==> config.mk <==
export PLATFORM = sky130hd
export DESIGN_NAME = lcdc_ctrl
export DESIGN_NICKNAME = d
export VERILOG_FILES = /design/src/design/lcdc_pkg.sv /design/src/design/lcdc_ctrl.sv
export SDC_FILE = /design/constraint.sdc
export NUM_CORES = 1
export LEC_CHECK = 0
export BUFFER_PORTS_ARGS = -buffer_cell sky130_fd_sc_hd__clkbuf_2
export CAP_MARGIN = 20
export CORE_AREA = 2 2 39 41
export CTS_BUF_LIST = sky130_fd_sc_hd__clkbuf_8 sky130_fd_sc_hd__clkbuf_16
export DETAILED_ROUTE_END_ITERATION = 6
export DIE_AREA = 0 0 41 43
export GPL_TIMING_DRIVEN = 0
export SLEW_MARGIN = 5
export SYNTH_ARGS = -nofsm -noshare
export SYNTH_HDL_FRONTEND = slang
export SYNTH_SLANG_ARGS = --single-unit
==> constraint.sdc <==
create_clock -name clk_i -period 1.3 [get_ports clk_i]
set_input_delay 0.13 -clock clk_i [delete_from_list [all_inputs] [get_ports clk_i]]
set_output_delay 0.13 -clock clk_i [all_outputs]
set_load 0.1 [all_outputs]
==> src/design/lcdc_pkg.sv <==
// package for the segment lcd controller with display memory
// holds request/result structs, state enum, command struct and font rom
// no dependencies
package lcdc_pkg;

  localparam int unsigned MemDepthDefault = 128;

  localparam logic [1:0] ActInstr = 2'd0;
  localparam logic [1:0] ActData  = 2'd1;
  localparam logic [1:0] ActRead  = 2'd2;

  localparam logic [7:0] ModeReset = 8'h64;
  localparam logic [7:0] ModeRight = 8'h72;
  localparam logic [7:0] ModeLeft  = 8'h71;

  typedef struct packed {
    logic [1:0] action;
    logic [7:0] value;
    logic [6:0] read_address;
  } lcdc_req_t;

  typedef struct packed {
    logic [7:0] read_data;
    logic [6:0] pointer_now;
    logic [7:0] mode_now;
  } lcdc_rsp_t;

  typedef enum logic [2:0] {
    StIdle,
    StClear,
    StExec,
    StChar,
    StRead,
    StOut
  } lcdc_state_e;

  typedef enum logic [1:0] {
    OpNone,
    OpExec,
    OpChar,
    OpRead
  } lcdc_op_e;

  typedef struct packed {
    lcdc_op_e   op;
    logic       load_req;
    logic       clr;
    logic [2:0] col;
    logic       load_out;
  } lcdc_cmd_t;

  typedef struct packed {
    logic is_char;
    logic is_read;
    logic clr_last;
  } lcdc_sts_t;

  function automatic logic [6:0] step_ptr(logic [6:0] p, logic [1:0] s);
    logic [6:0] r;
    r = p;
    if (s == 2'd0) r = p + 7'd1;
    else if (s == 2'd1) r = p - 7'd1;
    return r;
  endfunction

  function automatic logic [7:0] glyph_lo(logic [8:0] i);
    logic [7:0] r;
    case (i)
      9'd7: r=8'h4F; 9'd11: r=8'h07; 9'd13: r=8'h07;
      9'd15: r=8'h14; 9'd16: r=8'h7F; 9'd17: r=8'h14; 9'd18: r=8'h7F; 9'd19: r=8'h14;
      9'd20: r=8'h2C; 9'd21: r=8'h2A; 9'd22: r=8'h7F; 9'd23: r=8'h2A; 9'd24: r=8'h12;
      9'd25: r=8'h23; 9'd26: r=8'h13; 9'd27: r=8'h08; 9'd28: r=8'h64; 9'd29: r=8'h62;
      9'd30: r=8'h36; 9'd31: r=8'h49; 9'd32: r=8'h55; 9'd33: r=8'h22; 9'd34: r=8'h50;
      9'd36: r=8'h05; 9'd37: r=8'h03;
      9'd42: r=8'h1C; 9'd43: r=8'h22; 9'd44: r=8'h41;
      9'd45: r=8'h41; 9'd46: r=8'h22; 9'd47: r=8'h1C;
      9'd50: r=8'h14; 9'd51: r=8'h08; 9'd52: r=8'h3E; 9'd53: r=8'h08; 9'd54: r=8'h14;
      9'd55: r=8'h08; 9'd56: r=8'h08; 9'd57: r=8'h3E; 9'd58: r=8'h08; 9'd59: r=8'h08;
      9'd60: r=8'h50; 9'd61: r=8'h30;
      9'd65: r=8'h08; 9'd66: r=8'h08; 9'd67: r=8'h08; 9'd68: r=8'h08; 9'd69: r=8'h08;
      9'd71: r=8'h60; 9'd72: r=8'h60;
      9'd75: r=8'h20; 9'd76: r=8'h10; 9'd77: r=8'h08; 9'd78: r=8'h04; 9'd79: r=8'h02;
      9'd80: r=8'h3E; 9'd81: r=8'h51; 9'd82: r=8'h49; 9'd83: r=8'h45; 9'd84: r=8'h3E;
      9'd86: r=8'h42; 9'd87: r=8'h7F; 9'd88: r=8'h40;
      9'd90: r=8'h42; 9'd91: r=8'h61; 9'd92: r=8'h51; 9'd93: r=8'h49; 9'd94: r=8'h46;
      9'd95: r=8'h21; 9'd96: r=8'h41; 9'd97: r=8'h45; 9'd98: r=8'h4B; 9'd99: r=8'h31;
      9'd100: r=8'h18; 9'd101: r=8'h14; 9'd102: r=8'h12; 9'd103: r=8'h7F; 9'd104: r=8'h10;
      9'd105: r=8'h27; 9'd106: r=8'h45; 9'd107: r=8'h45; 9'd108: r=8'h45; 9'd109: r=8'h39;
      9'd110: r=8'h3C; 9'd111: r=8'h4A; 9'd112: r=8'h49; 9'd113: r=8'h49; 9'd114: r=8'h30;
      9'd115: r=8'h01; 9'd116: r=8'h71; 9'd117: r=8'h09; 9'd118: r=8'h05; 9'd119: r=8'h03;
      9'd120: r=8'h36; 9'd121: r=8'h49; 9'd122: r=8'h49; 9'd123: r=8'h49; 9'd124: r=8'h36;
      9'd125: r=8'h06; 9'd126: r=8'h49; 9'd127: r=8'h49; 9'd128: r=8'h29; 9'd129: r=8'h1E;
      9'd131: r=8'h36; 9'd132: r=8'h36;
      9'd136: r=8'h56; 9'd137: r=8'h36;
      9'd140: r=8'h08; 9'd141: r=8'h14; 9'd142: r=8'h22; 9'd143: r=8'h41;
      9'd145: r=8'h14; 9'd146: r=8'h14; 9'd147: r=8'h14; 9'd148: r=8'h14; 9'd149: r=8'h14;
      9'd151: r=8'h41; 9'd152: r=8'h22; 9'd153: r=8'h14; 9'd154: r=8'h08;
      9'd155: r=8'h02; 9'd156: r=8'h01; 9'd157: r=8'h51; 9'd158: r=8'h09; 9'd159: r=8'h06;
      9'd160: r=8'h32; 9'd161: r=8'h49; 9'd162: r=8'h79; 9'd163: r=8'h41; 9'd164: r=8'h3E;
      9'd165: r=8'h7E; 9'd166: r=8'h11; 9'd167: r=8'h11; 9'd168: r=8'h11; 9'd169: r=8'h7E;
      9'd170: r=8'h7F; 9'd171: r=8'h49; 9'd172: r=8'h49; 9'd173: r=8'h49; 9'd174: r=8'h36;
      9'd175: r=8'h3E; 9'd176: r=8'h41; 9'd177: r=8'h41; 9'd178: r=8'h41; 9'd179: r=8'h22;
      9'd180: r=8'h7F; 9'd181: r=8'h41; 9'd182: r=8'h41; 9'd183: r=8'h22; 9'd184: r=8'h1C;
      9'd185: r=8'h7F; 9'd186: r=8'h49; 9'd187: r=8'h49; 9'd188: r=8'h49; 9'd189: r=8'h41;
      9'd190: r=8'h7F; 9'd191: r=8'h09; 9'd192: r=8'h09; 9'd193: r=8'h09; 9'd194: r=8'h01;
      9'd195: r=8'h3E; 9'd196: r=8'h41; 9'd197: r=8'h49; 9'd198: r=8'h49; 9'd199: r=8'h78;
      9'd200: r=8'h7F; 9'd201: r=8'h08; 9'd202: r=8'h08; 9'd203: r=8'h08; 9'd204: r=8'h7F;
      9'd206: r=8'h41; 9'd207: r=8'h7F; 9'd208: r=8'h41;
      9'd210: r=8'h20; 9'd211: r=8'h40; 9'd212: r=8'h41; 9'd213: r=8'h3F; 9'd214: r=8'h01;
      9'd215: r=8'h7F; 9'd216: r=8'h08; 9'd217: r=8'h14; 9'd218: r=8'h22; 9'd219: r=8'h41;
      9'd220: r=8'h7F; 9'd221: r=8'h40; 9'd222: r=8'h40; 9'd223: r=8'h40; 9'd224: r=8'h40;
      9'd225: r=8'h7F; 9'd226: r=8'h02; 9'd227: r=8'h0C; 9'd228: r=8'h02; 9'd229: r=8'h7F;
      9'd230: r=8'h7F; 9'd231: r=8'h04; 9'd232: r=8'h08; 9'd233: r=8'h10; 9'd234: r=8'h7F;
      9'd235: r=8'h3E; 9'd236: r=8'h41; 9'd237: r=8'h41; 9'd238: r=8'h41; 9'd239: r=8'h3E;
      9'd240: r=8'h7F; 9'd241: r=8'h09; 9'd242: r=8'h09; 9'd243: r=8'h09; 9'd244: r=8'h06;
      9'd245: r=8'h3E; 9'd246: r=8'h41; 9'd247: r=8'h51; 9'd248: r=8'h21; 9'd249: r=8'h5E;
      9'd250: r=8'h7F; 9'd251: r=8'h09; 9'd252: r=8'h19; 9'd253: r=8'h29; 9'd254: r=8'h46;
      9'd255: r=8'h46; 9'd256: r=8'h49; 9'd257: r=8'h49; 9'd258: r=8'h49; 9'd259: r=8'h31;
      9'd260: r=8'h01; 9'd261: r=8'h01; 9'd262: r=8'h7F; 9'd263: r=8'h01; 9'd264: r=8'h01;
      9'd265: r=8'h3F; 9'd266: r=8'h40; 9'd267: r=8'h40; 9'd268: r=8'h40; 9'd269: r=8'h3F;
      9'd270: r=8'h1F; 9'd271: r=8'h20; 9'd272: r=8'h40; 9'd273: r=8'h20; 9'd274: r=8'h1F;
      9'd275: r=8'h3F; 9'd276: r=8'h40; 9'd277: r=8'h38; 9'd278: r=8'h40; 9'd279: r=8'h3F;
      9'd280: r=8'h63; 9'd281: r=8'h14; 9'd282: r=8'h08; 9'd283: r=8'h14; 9'd284: r=8'h63;
      9'd285: r=8'h07; 9'd286: r=8'h08; 9'd287: r=8'h70; 9'd288: r=8'h08; 9'd289: r=8'h07;
      9'd290: r=8'h61; 9'd291: r=8'h51; 9'd292: r=8'h49; 9'd293: r=8'h45; 9'd294: r=8'h43;
      9'd296: r=8'h7F; 9'd297: r=8'h41; 9'd298: r=8'h41;
      9'd300: r=8'h02; 9'd301: r=8'h04; 9'd302: r=8'h08; 9'd303: r=8'h10; 9'd304: r=8'h20;
      9'd306: r=8'h41; 9'd307: r=8'h41; 9'd308: r=8'h7F;
      9'd310: r=8'h04; 9'd311: r=8'h02; 9'd312: r=8'h01; 9'd313: r=8'h02; 9'd314: r=8'h04;
      9'd315: r=8'h40; 9'd316: r=8'h40; 9'd317: r=8'h40; 9'd318: r=8'h40; 9'd319: r=8'h40;
      9'd321: r=8'h01; 9'd322: r=8'h02; 9'd323: r=8'h04;
      9'd325: r=8'h20; 9'd326: r=8'h54; 9'd327: r=8'h54; 9'd328: r=8'h54; 9'd329: r=8'h78;
      9'd331: r=8'h7F; 9'd332: r=8'h44; 9'd333: r=8'h44; 9'd334: r=8'h38;
      9'd335: r=8'h38; 9'd336: r=8'h44; 9'd337: r=8'h44; 9'd338: r=8'h44; 9'd339: r=8'h48;
      9'd341: r=8'h38; 9'd342: r=8'h44; 9'd343: r=8'h44; 9'd344: r=8'h7F;
      9'd345: r=8'h38; 9'd346: r=8'h54; 9'd347: r=8'h54; 9'd348: r=8'h54; 9'd349: r=8'h58;
      9'd351: r=8'h04; 9'd352: r=8'h7E; 9'd353: r=8'h05; 9'd354: r=8'h01;
      9'd355: r=8'h08; 9'd356: r=8'h54; 9'd357: r=8'h54; 9'd358: r=8'h54; 9'd359: r=8'h3C;
      9'd361: r=8'h7F; 9'd362: r=8'h04; 9'd363: r=8'h04; 9'd364: r=8'h78;
      9'd366: r=8'h44; 9'd367: r=8'h7D; 9'd368: r=8'h40;
      9'd370: r=8'h20; 9'd371: r=8'h40; 9'd372: r=8'h40; 9'd373: r=8'h3D;
      9'd376: r=8'h7F; 9'd377: r=8'h10; 9'd378: r=8'h28; 9'd379: r=8'h44;
      9'd381: r=8'h41; 9'd382: r=8'h7F; 9'd383: r=8'h40;
      9'd385: r=8'h7C; 9'd386: r=8'h04; 9'd387: r=8'h78; 9'd388: r=8'h04; 9'd389: r=8'h78;
      9'd391: r=8'h7C; 9'd392: r=8'h04; 9'd393: r=8'h04; 9'd394: r=8'h78;
      9'd395: r=8'h38; 9'd396: r=8'h44; 9'd397: r=8'h44; 9'd398: r=8'h44; 9'd399: r=8'h38;
      9'd400: r=8'h7C; 9'd401: r=8'h14; 9'd402: r=8'h14; 9'd403: r=8'h14; 9'd404: r=8'h08;
      9'd405: r=8'h08; 9'd406: r=8'h14; 9'd407: r=8'h14; 9'd408: r=8'h14; 9'd409: r=8'h7C;
      9'd411: r=8'h7C; 9'd412: r=8'h08; 9'd413: r=8'h04; 9'd414: r=8'h04;
      9'd415: r=8'h58; 9'd416: r=8'h54; 9'd417: r=8'h54; 9'd418: r=8'h54; 9'd419: r=8'h30;
      9'd421: r=8'h04; 9'd422: r=8'h3E; 9'd423: r=8'h44; 9'd424: r=8'h40;
      9'd426: r=8'h3C; 9'd427: r=8'h40; 9'd428: r=8'h40; 9'd429: r=8'h7C;
      9'd430: r=8'h1C; 9'd431: r=8'h20; 9'd432: r=8'h40; 9'd433: r=8'h20; 9'd434: r=8'h1C;
      9'd435: r=8'h3C; 9'd436: r=8'h40; 9'd437: r=8'h30; 9'd438: r=8'h40; 9'd439: r=8'h3C;
      9'd440: r=8'h44; 9'd441: r=8'h28; 9'd442: r=8'h10; 9'd443: r=8'h28; 9'd444: r=8'h44;
      9'd446: r=8'h0C; 9'd447: r=8'h50; 9'd448: r=8'h50; 9'd449: r=8'h3C;
      9'd450: r=8'h44; 9'd451: r=8'h64; 9'd452: r=8'h54; 9'd453: r=8'h4C; 9'd454: r=8'h44;
      9'd456: r=8'h08; 9'd457: r=8'h36; 9'd458: r=8'h41;
      9'd462: r=8'h7F;
      9'd466: r=8'h41; 9'd467: r=8'h36; 9'd468: r=8'h08;
      9'd470: r=8'h04; 9'd471: r=8'h02; 9'd472: r=8'h04; 9'd473: r=8'h08; 9'd474: r=8'h04;
      9'd475: r=8'h7F; 9'd476: r=8'h7F; 9'd477: r=8'h7F; 9'd478: r=8'h7F; 9'd479: r=8'h7F;
      default: r = 8'h00;
    endcase
    return r;
  endfunction

  function automatic logic [7:0] glyph_hi(logic [8:0] i);
    logic [7:0] r;
    case (i)
      9'd5: r=8'h70; 9'd6: r=8'h50; 9'd7: r=8'h70;
      9'd12: r=8'h0F; 9'd13: r=8'h01; 9'd14: r=8'h01;
      9'd15: r=8'h40; 9'd16: r=8'h40; 9'd17: r=8'h78;
      9'd20: r=8'h10; 9'd21: r=8'h20; 9'd22: r=8'h40;
      9'd26: r=8'h0C; 9'd27: r=8'h0C;
      9'd30: r=8'h0A; 9'd31: r=8'h0A; 9'd32: r=8'h4A; 9'd33: r=8'h2A; 9'd34: r=8'h1E;
      9'd35: r=8'h04; 9'd36: r=8'h44; 9'd37: r=8'h34; 9'd38: r=8'h14; 9'd39: r=8'h0C;
      9'd40: r=8'h20; 9'd41: r=8'h10; 9'd42: r=8'h78; 9'd43: r=8'h04;
      9'd45: r=8'h18; 9'd46: r=8'h08; 9'd47: r=8'h4C; 9'd48: r=8'h48; 9'd49: r=8'h38;
      9'd50: r=8'h48; 9'd51: r=8'h48; 9'd52: r=8'h78; 9'd53: r=8'h48; 9'd54: r=8'h48;
      9'd55: r=8'h48; 9'd56: r=8'h28; 9'd57: r=8'h18; 9'd58: r=8'h7C; 9'd59: r=8'h08;
      9'd60: r=8'h08; 9'd61: r=8'h7C; 9'd62: r=8'h08; 9'd63: r=8'h28; 9'd64: r=8'h18;
      9'd65: r=8'h40; 9'd66: r=8'h48; 9'd67: r=8'h48; 9'd68: r=8'h78; 9'd69: r=8'h40;
      9'd70: r=8'h54; 9'd71: r=8'h54; 9'd72: r=8'h54; 9'd73: r=8'h7C;
      9'd75: r=8'h18; 9'd77: r=8'h58; 9'd78: r=8'h40; 9'd79: r=8'h38;
      9'd80: r=8'h08; 9'd81: r=8'h08; 9'd82: r=8'h08; 9'd83: r=8'h08; 9'd84: r=8'h08;
      9'd85: r=8'h01; 9'd86: r=8'h41; 9'd87: r=8'h3D; 9'd88: r=8'h09; 9'd89: r=8'h07;
      9'd90: r=8'h10; 9'd91: r=8'h08; 9'd92: r=8'h7C; 9'd93: r=8'h02; 9'd94: r=8'h01;
      9'd95: r=8'h0E; 9'd96: r=8'h02; 9'd97: r=8'h43; 9'd98: r=8'h22; 9'd99: r=8'h1E;
      9'd100: r=8'h42; 9'd101: r=8'h42; 9'd102: r=8'h7E; 9'd103: r=8'h42; 9'd104: r=8'h42;
      9'd105: r=8'h22; 9'd106: r=8'h12; 9'd107: r=8'h0A; 9'd108: r=8'h7F; 9'd109: r=8'h02;
      9'd110: r=8'h42; 9'd111: r=8'h3F; 9'd112: r=8'h02; 9'd113: r=8'h42; 9'd114: r=8'h3E;
      9'd115: r=8'h0A; 9'd116: r=8'h0A; 9'd117: r=8'h7F; 9'd118: r=8'h0A; 9'd119: r=8'h0A;
      9'd120: r=8'h08; 9'd121: r=8'h46; 9'd122: r=8'h42; 9'd123: r=8'h22; 9'd124: r=8'h1E;
      9'd125: r=8'h04; 9'd126: r=8'h03; 9'd127: r=8'h42; 9'd128: r=8'h3E; 9'd129: r=8'h02;
      9'd130: r=8'h42; 9'd131: r=8'h42; 9'd132: r=8'h42; 9'd133: r=8'h42; 9'd134: r=8'h7E;
      9'd135: r=8'h02; 9'd136: r=8'h4F; 9'd137: r=8'h22; 9'd138: r=8'h1F; 9'd139: r=8'h02;
      9'd140: r=8'h4A; 9'd141: r=8'h4A; 9'd142: r=8'h40; 9'd143: r=8'h20; 9'd144: r=8'h1C;
      9'd145: r=8'h42; 9'd146: r=8'h22; 9'd147: r=8'h12; 9'd148: r=8'h2A; 9'd149: r=8'h46;
      9'd150: r=8'h02; 9'd151: r=8'h3F; 9'd152: r=8'h42; 9'd153: r=8'h4A; 9'd154: r=8'h46;
      9'd155: r=8'h06; 9'd156: r=8'h48; 9'd157: r=8'h40; 9'd158: r=8'h20; 9'd159: r=8'h1E;
      9'd160: r=8'h08; 9'd161: r=8'h46; 9'd162: r=8'h4A; 9'd163: r=8'h32; 9'd164: r=8'h1E;
      9'd165: r=8'h0A; 9'd166: r=8'h4A; 9'd167: r=8'h3E; 9'd168: r=8'h09; 9'd169: r=8'h08;
      9'd170: r=8'h0E; 9'd172: r=8'h4E; 9'd173: r=8'h20; 9'd174: r=8'h1E;
      9'd175: r=8'h04; 9'd176: r=8'h45; 9'd177: r=8'h3D; 9'd178: r=8'h05; 9'd179: r=8'h04;
      9'd181: r=8'h7F; 9'd182: r=8'h08; 9'd183: r=8'h10;
      9'd185: r=8'h44; 9'd186: r=8'h24; 9'd187: r=8'h1F; 9'd188: r=8'h04; 9'd189: r=8'h04;
      9'd190: r=8'h40; 9'd191: r=8'h42; 9'd192: r=8'h42; 9'd193: r=8'h42; 9'd194: r=8'h40;
      9'd195: r=8'h42; 9'd196: r=8'h2A; 9'd197: r=8'h12; 9'd198: r=8'h2A; 9'd199: r=8'h06;
      9'd200: r=8'h22; 9'd201: r=8'h12; 9'd202: r=8'h7B; 9'd203: r=8'h16; 9'd204: r=8'h22;
      9'd206: r=8'h40; 9'd207: r=8'h20; 9'd208: r=8'h1F;
      9'd210: r=8'h78; 9'd212: r=8'h02; 9'd213: r=8'h04; 9'd214: r=8'h78;
      9'd215: r=8'h3F; 9'd216: r=8'h44; 9'd217: r=8'h44; 9'd218: r=8'h44; 9'd219: r=8'h44;
      9'd220: r=8'h02; 9'd221: r=8'h42; 9'd222: r=8'h42; 9'd223: r=8'h22; 9'd224: r=8'h1E;
      9'd225: r=8'h04; 9'd226: r=8'h02; 9'd227: r=8'h04; 9'd228: r=8'h08; 9'd229: r=8'h30;
      9'd230: r=8'h32; 9'd231: r=8'h02; 9'd232: r=8'h7F; 9'd233: r=8'h02; 9'd234: r=8'h32;
      9'd235: r=8'h02; 9'd236: r=8'h12; 9'd237: r=8'h22; 9'd238: r=8'h52; 9'd239: r=8'h0E;
      9'd240: r=8'h20; 9'd241: r=8'h2A; 9'd242: r=8'h2A; 9'd243: r=8'h2A; 9'd244: r=8'h40;
      9'd245: r=8'h38; 9'd246: r=8'h24; 9'd247: r=8'h22; 9'd248: r=8'h20; 9'd249: r=8'h70;
      9'd250: r=8'h40; 9'd251: r=8'h28; 9'd252: r=8'h10; 9'd253: r=8'h28; 9'd254: r=8'h06;
      9'd255: r=8'h0A; 9'd256: r=8'h3E; 9'd257: r=8'h4A; 9'd258: r=8'h4A; 9'd259: r=8'h4A;
      9'd260: r=8'h04; 9'd261: r=8'h7F; 9'd262: r=8'h04; 9'd263: r=8'h14; 9'd264: r=8'h0C;
      9'd265: r=8'h40; 9'd266: r=8'h42; 9'd267: r=8'h42; 9'd268: r=8'h7E; 9'd269: r=8'h40;
      9'd270: r=8'h4A; 9'd271: r=8'h4A; 9'd272: r=8'h4A; 9'd273: r=8'h4A; 9'd274: r=8'h7E;
      9'd275: r=8'h04; 9'd276: r=8'h05; 9'd277: r=8'h45; 9'd278: r=8'h25; 9'd279: r=8'h1C;
      9'd280: r=8'h0F; 9'd281: r=8'h40; 9'd282: r=8'h20; 9'd283: r=8'h1F;
      9'd285: r=8'h7E; 9'd287: r=8'h7E; 9'd288: r=8'h40; 9'd289: r=8'h30;
      9'd290: r=8'h7E; 9'd291: r=8'h40; 9'd292: r=8'h20; 9'd293: r=8'h10; 9'd294: r=8'h08;
      9'd295: r=8'h7E; 9'd296: r=8'h42; 9'd297: r=8'h42; 9'd298: r=8'h42; 9'd299: r=8'h7E;
      9'd300: r=8'h0E; 9'd301: r=8'h02; 9'd302: r=8'h42; 9'd303: r=8'h22; 9'd304: r=8'h1E;
      9'd305: r=8'h42; 9'd306: r=8'h42; 9'd307: r=8'h40; 9'd308: r=8'h20; 9'd309: r=8'h18;
      9'd310: r=8'h04; 9'd311: r=8'h08; 9'd312: r=8'h02; 9'd313: r=8'h04;
      9'd315: r=8'h07; 9'd316: r=8'h05; 9'd317: r=8'h07;
      default: r = 8'h00;
    endcase
    return r;
  endfunction

  function automatic logic [7:0] glyph_col(logic [7:0] ch, logic [2:0] col);
    logic [7:0] r;
    logic [8:0] base;
    r = 8'h00;
    if (ch >= 8'h20 && ch < 8'h80) begin
      base = 9'(ch - 8'h20);
      r = glyph_lo(9'(base * 9'd5) + 9'(col));
    end else if (ch >= 8'hA0 && ch < 8'hE0) begin
      base = 9'(ch - 8'hA0);
      r = glyph_hi(9'(base * 9'd5) + 9'(col));
    end
    return r;
  endfunction

endpackage

==> src/design/lcdc_ctrl.sv <==
// control state machine for the lcd controller
// sequences clear pass, request execution, memory read, character columns and result
// depends on lcdc_pkg
module lcdc_ctrl (
  input  logic              clk_i,
  input  logic              rst_ni,
  input  logic              in_valid,
  output logic              in_stall,
  output logic              out_valid,
  input  logic              out_stall,
  input  lcdc_pkg::lcdc_sts_t sts_i,
  output lcdc_pkg::lcdc_cmd_t cmd_o
);
  import lcdc_pkg::*;

  lcdc_state_e state_q, state_d;
  logic [2:0]  col_q, col_d;

  always_ff @(posedge clk_i or negedge rst_ni) begin
    if (!rst_ni) begin
      state_q <= StClear;
      col_q   <= 3'd0;
    end else begin
      state_q <= state_d;
      col_q   <= col_d;
    end
  end

  always_comb begin
    state_d = state_q;
    col_d   = col_q;
    case (state_q)
      StClear: if (sts_i.clr_last) state_d = StIdle;
      StIdle: begin
        if (in_valid) state_d = StExec;
      end
      StExec: begin
        if (sts_i.is_char) begin
          state_d = StChar;
          col_d   = 3'd4;
        end else if (sts_i.is_read) state_d = StRead;
        else state_d = StOut;
      end
      StChar: begin
        if (col_q == 3'd0) state_d = StOut;
        else col_d = col_q - 3'd1;
      end
      StRead: state_d = StOut;
      StOut: if (!out_stall) state_d = StIdle;
      default: state_d = StIdle;
    endcase
  end

  always_comb begin
    cmd_o          = '0;
    cmd_o.op       = OpNone;
    cmd_o.col      = col_q;
    in_stall       = (state_q != StIdle);
    out_valid      = (state_q == StOut);
    case (state_q)
      StClear: cmd_o.clr = 1'b1;
      StIdle:  cmd_o.load_req = in_valid;
      StExec:  cmd_o.op = OpExec;
      StChar:  cmd_o.op = OpChar;
      StRead:  cmd_o.op = OpRead;
      default: cmd_o.op = OpNone;
    endcase
    cmd_o.load_out = (state_q == StExec && !sts_i.is_char && !sts_i.is_read) ||
                     (state_q == StChar && col_q == 3'd0) || (state_q == StRead);
  end

endmodule

==> flow_metrics.py, run 1 <==
metrics = {
    "setup_path": {
        "path_class": "register to output port",
        "required_ns": 1.17,
        "end_kind": "output port",
        "critPathMaxFanout": 2,
        "worstReg2RegStart": "col_q[0]",
        "r2r-end": "col_q[2]",
        "critPathLaunchType": "register",
        "cp.arrival_ns": 1.57,
        "r2r_slack_ns": -0.11,
        "reg2regPathDepth": 7,
    },
    "timing": {
        "period_share_pct": 131,
        "hold_violations": 0,
        "fmax_mhz": 589,
        "slew_headroom_pct": 64.3,
        "finalSetupViolCount": 10,
        "finalCriticalPeriod_ns": 1.70,
        "rsz0062_at_grt": "yes",
        "worst_slack_ns": -0.397,
        "skew_ns": 0.00978,
        "final_max_slew_viol_count": 0,
        "fin_setup_tns_ns": -1.84,
        "max_slew.worst_pin.slew_ns": 0.538,
        "whs_ns": 0.135,
    },
    "place": {
        "hpwl_um": 765,
        "portBuffers": 16,
        "dp_cells": 81,
        "gp_congestion": 0.692,
    },
    "clock_tree": {
        "clkTransAtPathRegs_ns": 0.05,
        "htreeDepth": 1,
        "tritoncts": "done",
        "root_buffer": "clkbuf_8",
        "clock_latency_ns": 0.23,
        "numCtsBuffers": 3,
        "clockBufferDepth": 2,
        "cts.sinks": 6,
    },
    "synthesis": {
        "synth_flop_cell": "dfrtp_1",
        "syn_area_um2": 422,
        "synth_top_area_cell": "dfrtp_1",
        "synth-seq-cells": 6,
        "synth.area.mux_share_pct": 0,
        "synth_xor_area_share_pct": 0,
        "syn_inst": 49,
        "ys_seq_area_share_pct": 35.9,
        "synth_compound_area_share_pct": 25.2,
        "synth_top_family_by_area": "compound AO/OA/AOI/OAI gates",
        "synthesis.nets": 58,
        "synth_common_cells": "dfrtp_1, inv_1, a21oi_1, nand2_1, o21ai_0",
        "synthSimpleGateAreaFrac_pct": 24.6,
        "ys_types": 27,
        "yosysTopAreaCellShare_pct": 29.7,
        "yosys.area_share.adder_pct": 5.93,
        "async_flop_share_pct": 100,
        "synth-edff-count": 0,
        "synth_warnings": 0,
        "syn_area_per_cell_um2": 8.61,
        "netlist_top_cells_area": "dfrtp_1, dfstp_2, o2bb2ai_1",
    },
    "detailed_routing": {
        "drt_first_pass_iters": 4,
        "ant_nets": 0,
        "dr_wl_met3_um": 74,
        "wl_met1_um": 570,
        "wl_met2_um": 762,
        "drt_iter0_drc": 8,
        "viasPerCell": 5.11,
        "drcViolationCount": 0,
        "dr.max_layer_used": "met4",
        "vias": 485,
        "wl_mm": 1.41,
        "routedWlPerCell_um": 14.9,
    },
    "grt": {
        "grt_pass1_vias": 481,
        "grt_pass1_wl_mm": 2.01,
        "grt_usage_pct": 17.2,
        "antenna_found_initial": 0,
        "grt_overflow": 0,
        "grt_max_degree": 8,
    },
    "finish": {
        "fin_util_pct": 68.4,
        "layout-drive-gt1-share_pct": 73.4,
        "antenna_cells": 0,
        "synthToLayoutAreaGrowth_pct": 125,
        "nNetsFinal": 89,
        "instances_no_fill": 95,
    },
    "min_path": {
        "holdPathEnd": "state_q[1]",
        "hold_depth": 3,
        "hold_class": "input pin to register",
        "min_from": "in_valid",
    },
    "floorplanning": {
        "start_util_pct": 30.5,
        "die-area_um2": 1760,
        "die_y_um": 43,
        "rows": 14,
        "num_io_pins": 17,
        "die_x_um": 41,
        "core-area_um2": 1380,
    },
    "outcome": {
        "status": "complete, but fails checks",
        "violations": "setup timing",
    },
    "run": {
        "cap_violations": 0,
    },
}
cells in the final DEF (no fill, tap or decap), types with 2 or more instances in the layout:
cell	Yosys	layout
o2bb2ai_1	3	3
dfrtp_2	0	2
a21oi_1	4	2
o21ai_4	0	2
clkbuf_2	0	7
dfrtp_4	0	3
buf_4	1	11
nand2_2	0	3
ha_4	0	2
inv_1	5	3
clkbuf_4	0	2
clkbuf_16	0	6
clkbuf_8	0	3
area by class of cell:
cell class                      count  area (µm²)
Inverter                            5        26.3
Tap cell                           16        20.0
Timing Repair Buffer               28         313
Buffer                              1        15.0
Sequential cell                     6         165
Clock buffer                        3        41.3
Clock inverter                      1        3.75
Multi-Input combinational cell     35         363
Fill cell                          95         437
what timing repair did:
item	CTS	global route
pin swaps	7	4
hold buffers	1	0
setup buffers	10	1
gates resized for setup	29	8
endpoints found under the setup margin	10	11
cloned	0	0
hold endpoints to repair	6	0
state kept, by name, indices dropped and copies added, names as in the netlist:
name	cells
col_q	3
state_q	3
worst max-delay path by stage:
stage,to,cells after the start,start,slack (ns)
floorplan,cmd_o[0],7,col_q[1],-0.67
detailed placement,cmd_o[0],8,col_q[1],-0.55
CTS,cmd_o[0],7,col_q[0],-0.40
global placement,cmd_o[0],8,col_q[0],-0.54
finish,cmd_o[0],7,col_q[0],-0.40
global route,cmd_o[0],7,col_q[0],-0.45
through the flow:
| step | setup slack, ns | instance area (µm²) |
|---|---|---|
| 2_1_floorplan | -0.669 | 543 |
| 3_3_place_gp | -0.544 | 643 |
| 3_5_place_dp | -0.551 | 643 |
| 4_1_cts | -0.397 | 918 |
| 5_1_grt | -0.445 | 947 |
| 6_report | -0.397 | 947 |
worst max-delay path, stage by stage (launching register included):
cell	delay (ns)
dfrtp_4	0.47
inv_2	0.07
ha_4	0.13
ha_4	0.13
nand2_2	0.05
o31a_1	0.12
o21ai_4	0.14
clkbuf_16	0.21
metal layers:
layer / GRT usage (%) / up-vias
met5: 0 / -
met4: 4.00 / 0
met3: 6.28 / 2
met2: 28.4 / 18
met1: 19.9 / 230
li1: - / 235
cell families (layout without fill, tap and decap cells):
kind of cell	count (synthesis)	in the layout
and+or+nand+nor	17	17
AOI/OAI and AO/OA	16	16
buffers and inverters	8	38
DFF	6	6
adders and majority gates	2	2
Power of run 1 is not shown: default switching activity piles up to over one toggle a cycle in this logic, so the estimate is an artifact.
==> inputs of run 2 (changes only) <==
--- a/config.mk
+++ b/config.mk
@@ -7,11 +7,14 @@
 export LEC_CHECK = 0
 export BUFFER_PORTS_ARGS = -buffer_cell sky130_fd_sc_hd__clkbuf_2
 export CAP_MARGIN = 20
-export CORE_AREA = 2 2 39 41
+export CELL_PAD_IN_SITES_DETAIL_PLACEMENT = 0
+export CELL_PAD_IN_SITES_GLOBAL_PLACEMENT = 1
+export CORE_MARGIN = 1
+export CORE_UTILIZATION = 28
 export CTS_BUF_LIST = sky130_fd_sc_hd__clkbuf_8 sky130_fd_sc_hd__clkbuf_16
 export DETAILED_ROUTE_END_ITERATION = 6
-export DIE_AREA = 0 0 41 43
 export GPL_TIMING_DRIVEN = 0
+export PLACE_DENSITY_LB_ADDON = 0.1
 export SLEW_MARGIN = 5
 export SYNTH_ARGS = -nofsm -noshare
 export SYNTH_HDL_FRONTEND = slang
==> run 2 against run 1 <==
The flow still finishes with violations (setup timing). Sequential cell count stayed put. Register-to-register slack got worse by 0.03 ns. Fmax shrank 0.27%. Sequential share of layout area fell by 1.0 points. Global-route usage increased by 6.0 points. Largest cell class is now non-clock buffers.
==> flow_metrics.py, run 2 (synthesis gave the netlist of run 1 again) <==
metrics = {
    "outcome": {
        "status": "complete, but fails checks",
        "violations": "setup timing",
    },
    "place": {
        "dpl_cell_area_um2": 642,
        "gp_congestion": 0.642,
        "portBuffers": 16,
        "hpwl_um": 747,
        "dp_cells": 80,
    },
    "setup_path": {
        "path_class": "register to output port",
        "cp-endpoint": "cmd_o[0]",
        "r2r-end": "col_q[0]",
        "worstSetupPathDepth": 7,
        "critPathTopFamily": "flip-flops",
        "cpPeakStageDelay_ns": 0.48,
        "crit_buf_inv": 2,
        "worstReg2RegStart": "col_q[0]",
        "cp_cell_sequence": "inv_4, ha_4, ha_4, nand2_2, o31a_1, o21ai_4, clkbuf_16",
        "critPathLaunchType": "register",
        "end_kind": "output port",
        "crit_top_cell": "ha_4",
        "cp.arrival_ns": 1.57,
        "reg2regPathDepth": 7,
        "slowest_stage": "dfrtp_4",
        "required_ns": 1.17,
        "r2r_slack_ns": -0.14,
        "crit_path_start": "col_q[0]",
        "critPathMaxFanout": 2,
    },
    "floorplanning": {
        "die_y_um": 40.8,
        "num_io_pins": 17,
        "die-area_um2": 1670,
        "rows": 13,
        "start_util_pct": 31.2,
        "core-area_um2": 1350,
        "die_x_um": 40.8,
    },
    "grt": {
        "grt_overflow": 0,
        "grt_max_degree": 8,
        "grt_pass1_vias": 507,
        "grt_usage_pct": 23.2,
        "antenna_found_initial": 0,
        "grt_pass1_wl_mm": 2.39,
    },
    "timing": {
        "worst_slack_ns": -0.402,
        "final_max_slew_viol_count": 0,
        "fin_setup_tns_ns": -2.04,
        "max_slew.worst_pin.slew_ns": 0.537,
        "finalSetupViolCount": 10,
        "fmax_mhz": 588,
        "period_share_pct": 131,
        "skew_ns": 0.00219,
        "slew_headroom_pct": 64.3,
        "rsz0062_at_grt": "yes",
        "hold_violations": 0,
        "finalCriticalPeriod_ns": 1.70,
    },
    "clock_tree": {
        "tritoncts": "done",
        "htreeDepth": 1,
        "numCtsBuffers": 3,
        "root_buffer": "clkbuf_8",
        "cts.sinks": 6,
        "clock_latency_ns": 0.23,
        "clkTransAtPathRegs_ns": 0.04,
        "clockBufferDepth": 2,
    },
    "min_path": {
        "hold_class": "input pin to register",
    },
    "detailed_routing": {
        "drt_iter0_drc": 5,
        "wl_mm": 1.53,
        "vias": 486,
        "routedWlPerCell_um": 15.9,
        "drt_first_pass_iters": 3,
        "drcViolationCount": 0,
        "ant_nets": 0,
        "viasPerCell": 5.06,
    },
    "finish": {
        "final_common_cell": "buf_4",
        "top_regs": "col_q x3, state_q x3",
        "nNetsFinal": 91,
        "final_cell_mix": "buf_4, clkbuf_2, clkbuf_16",
        "fin_util_pct": 74.6,
        "instances_no_fill": 96,
        "num-fill-cells": 89,
        "synthToLayoutAreaGrowth_pct": 139,
        "stdcell_area_um2": 1010,
        "layout-drive-gt1-share_pct": 72.8,
        "antenna_cells": 0,
    },
    "run": {
        "cap_violations": 0,
    },
}
## run 2: worst min-delay path by stage
stage | start | endpoint | slack, ns | cells after the start
6_report | in_valid | state_q[1] | 0.15 | 3
5_1_grt | in_valid | state_q[1] | 0.16 | 3
4_1_cts | in_valid | state_q[1] | 0.15 | 3
3_5_place_dp | rst_ni | state_q[1] | -0.04 | 1
3_3_place_gp | rst_ni | col_q[2] | -0.04 | 1
2_1_floorplan | rst_ni | state_q[1] | -0.17 | 0
## run 2: worst register-to-register path, cell delays in order (launching register included)
cell and delay, ns:
dfrtp_4 0.41, inv_4 0.04, ha_4 0.15, ha_4 0.16
buf_4 0.17, nor4b_4 0.21, a21oi_1 0.08, o2bb2ai_1 0.14
## run 2: timing repair
item	4_1_cts	5_1_grt
endpoints found under the setup margin	10	12
endpoints found under the hold margin	6	0
resized for setup	33	11
buffers inserted	11	2
hold buffers	1	0
pin swaps	11	3
## run 2: area by class of cell
type                       instances  area (µm²)  area share, %
sequential                         6         165           16.4
clock buffer                       3        41.3           4.10
multi-input combinational         35         374           37.1
clock inverter                     1        3.75          0.373
inverter                           5        28.8           2.86
timing repair buffer              30         364           36.1
buffer                             1        11.3           1.12
tap                               15        18.8           1.86
## run 2: metal layers
metal  up-vias  part of all wire [%]  global-route usage (%)
met5         -                     0                       0
met4         0                  0.52                    7.50
met3         2                   4.2                    8.15
met2        13                    52                    39.8
met1       229                    43                    26.2
li1        242                     -                       -
## run 2: metrics by stage
step           setup WS, ns  hold slack (ns)
3_3_place_gp         -0.544          -0.0371
5_1_grt              -0.463            0.156
6_report             -0.402            0.149
4_1_cts              -0.386            0.146
2_1_floorplan        -0.669           -0.166
3_5_place_dp         -0.547          -0.0352
Power of run 2 is left out for the same reason.
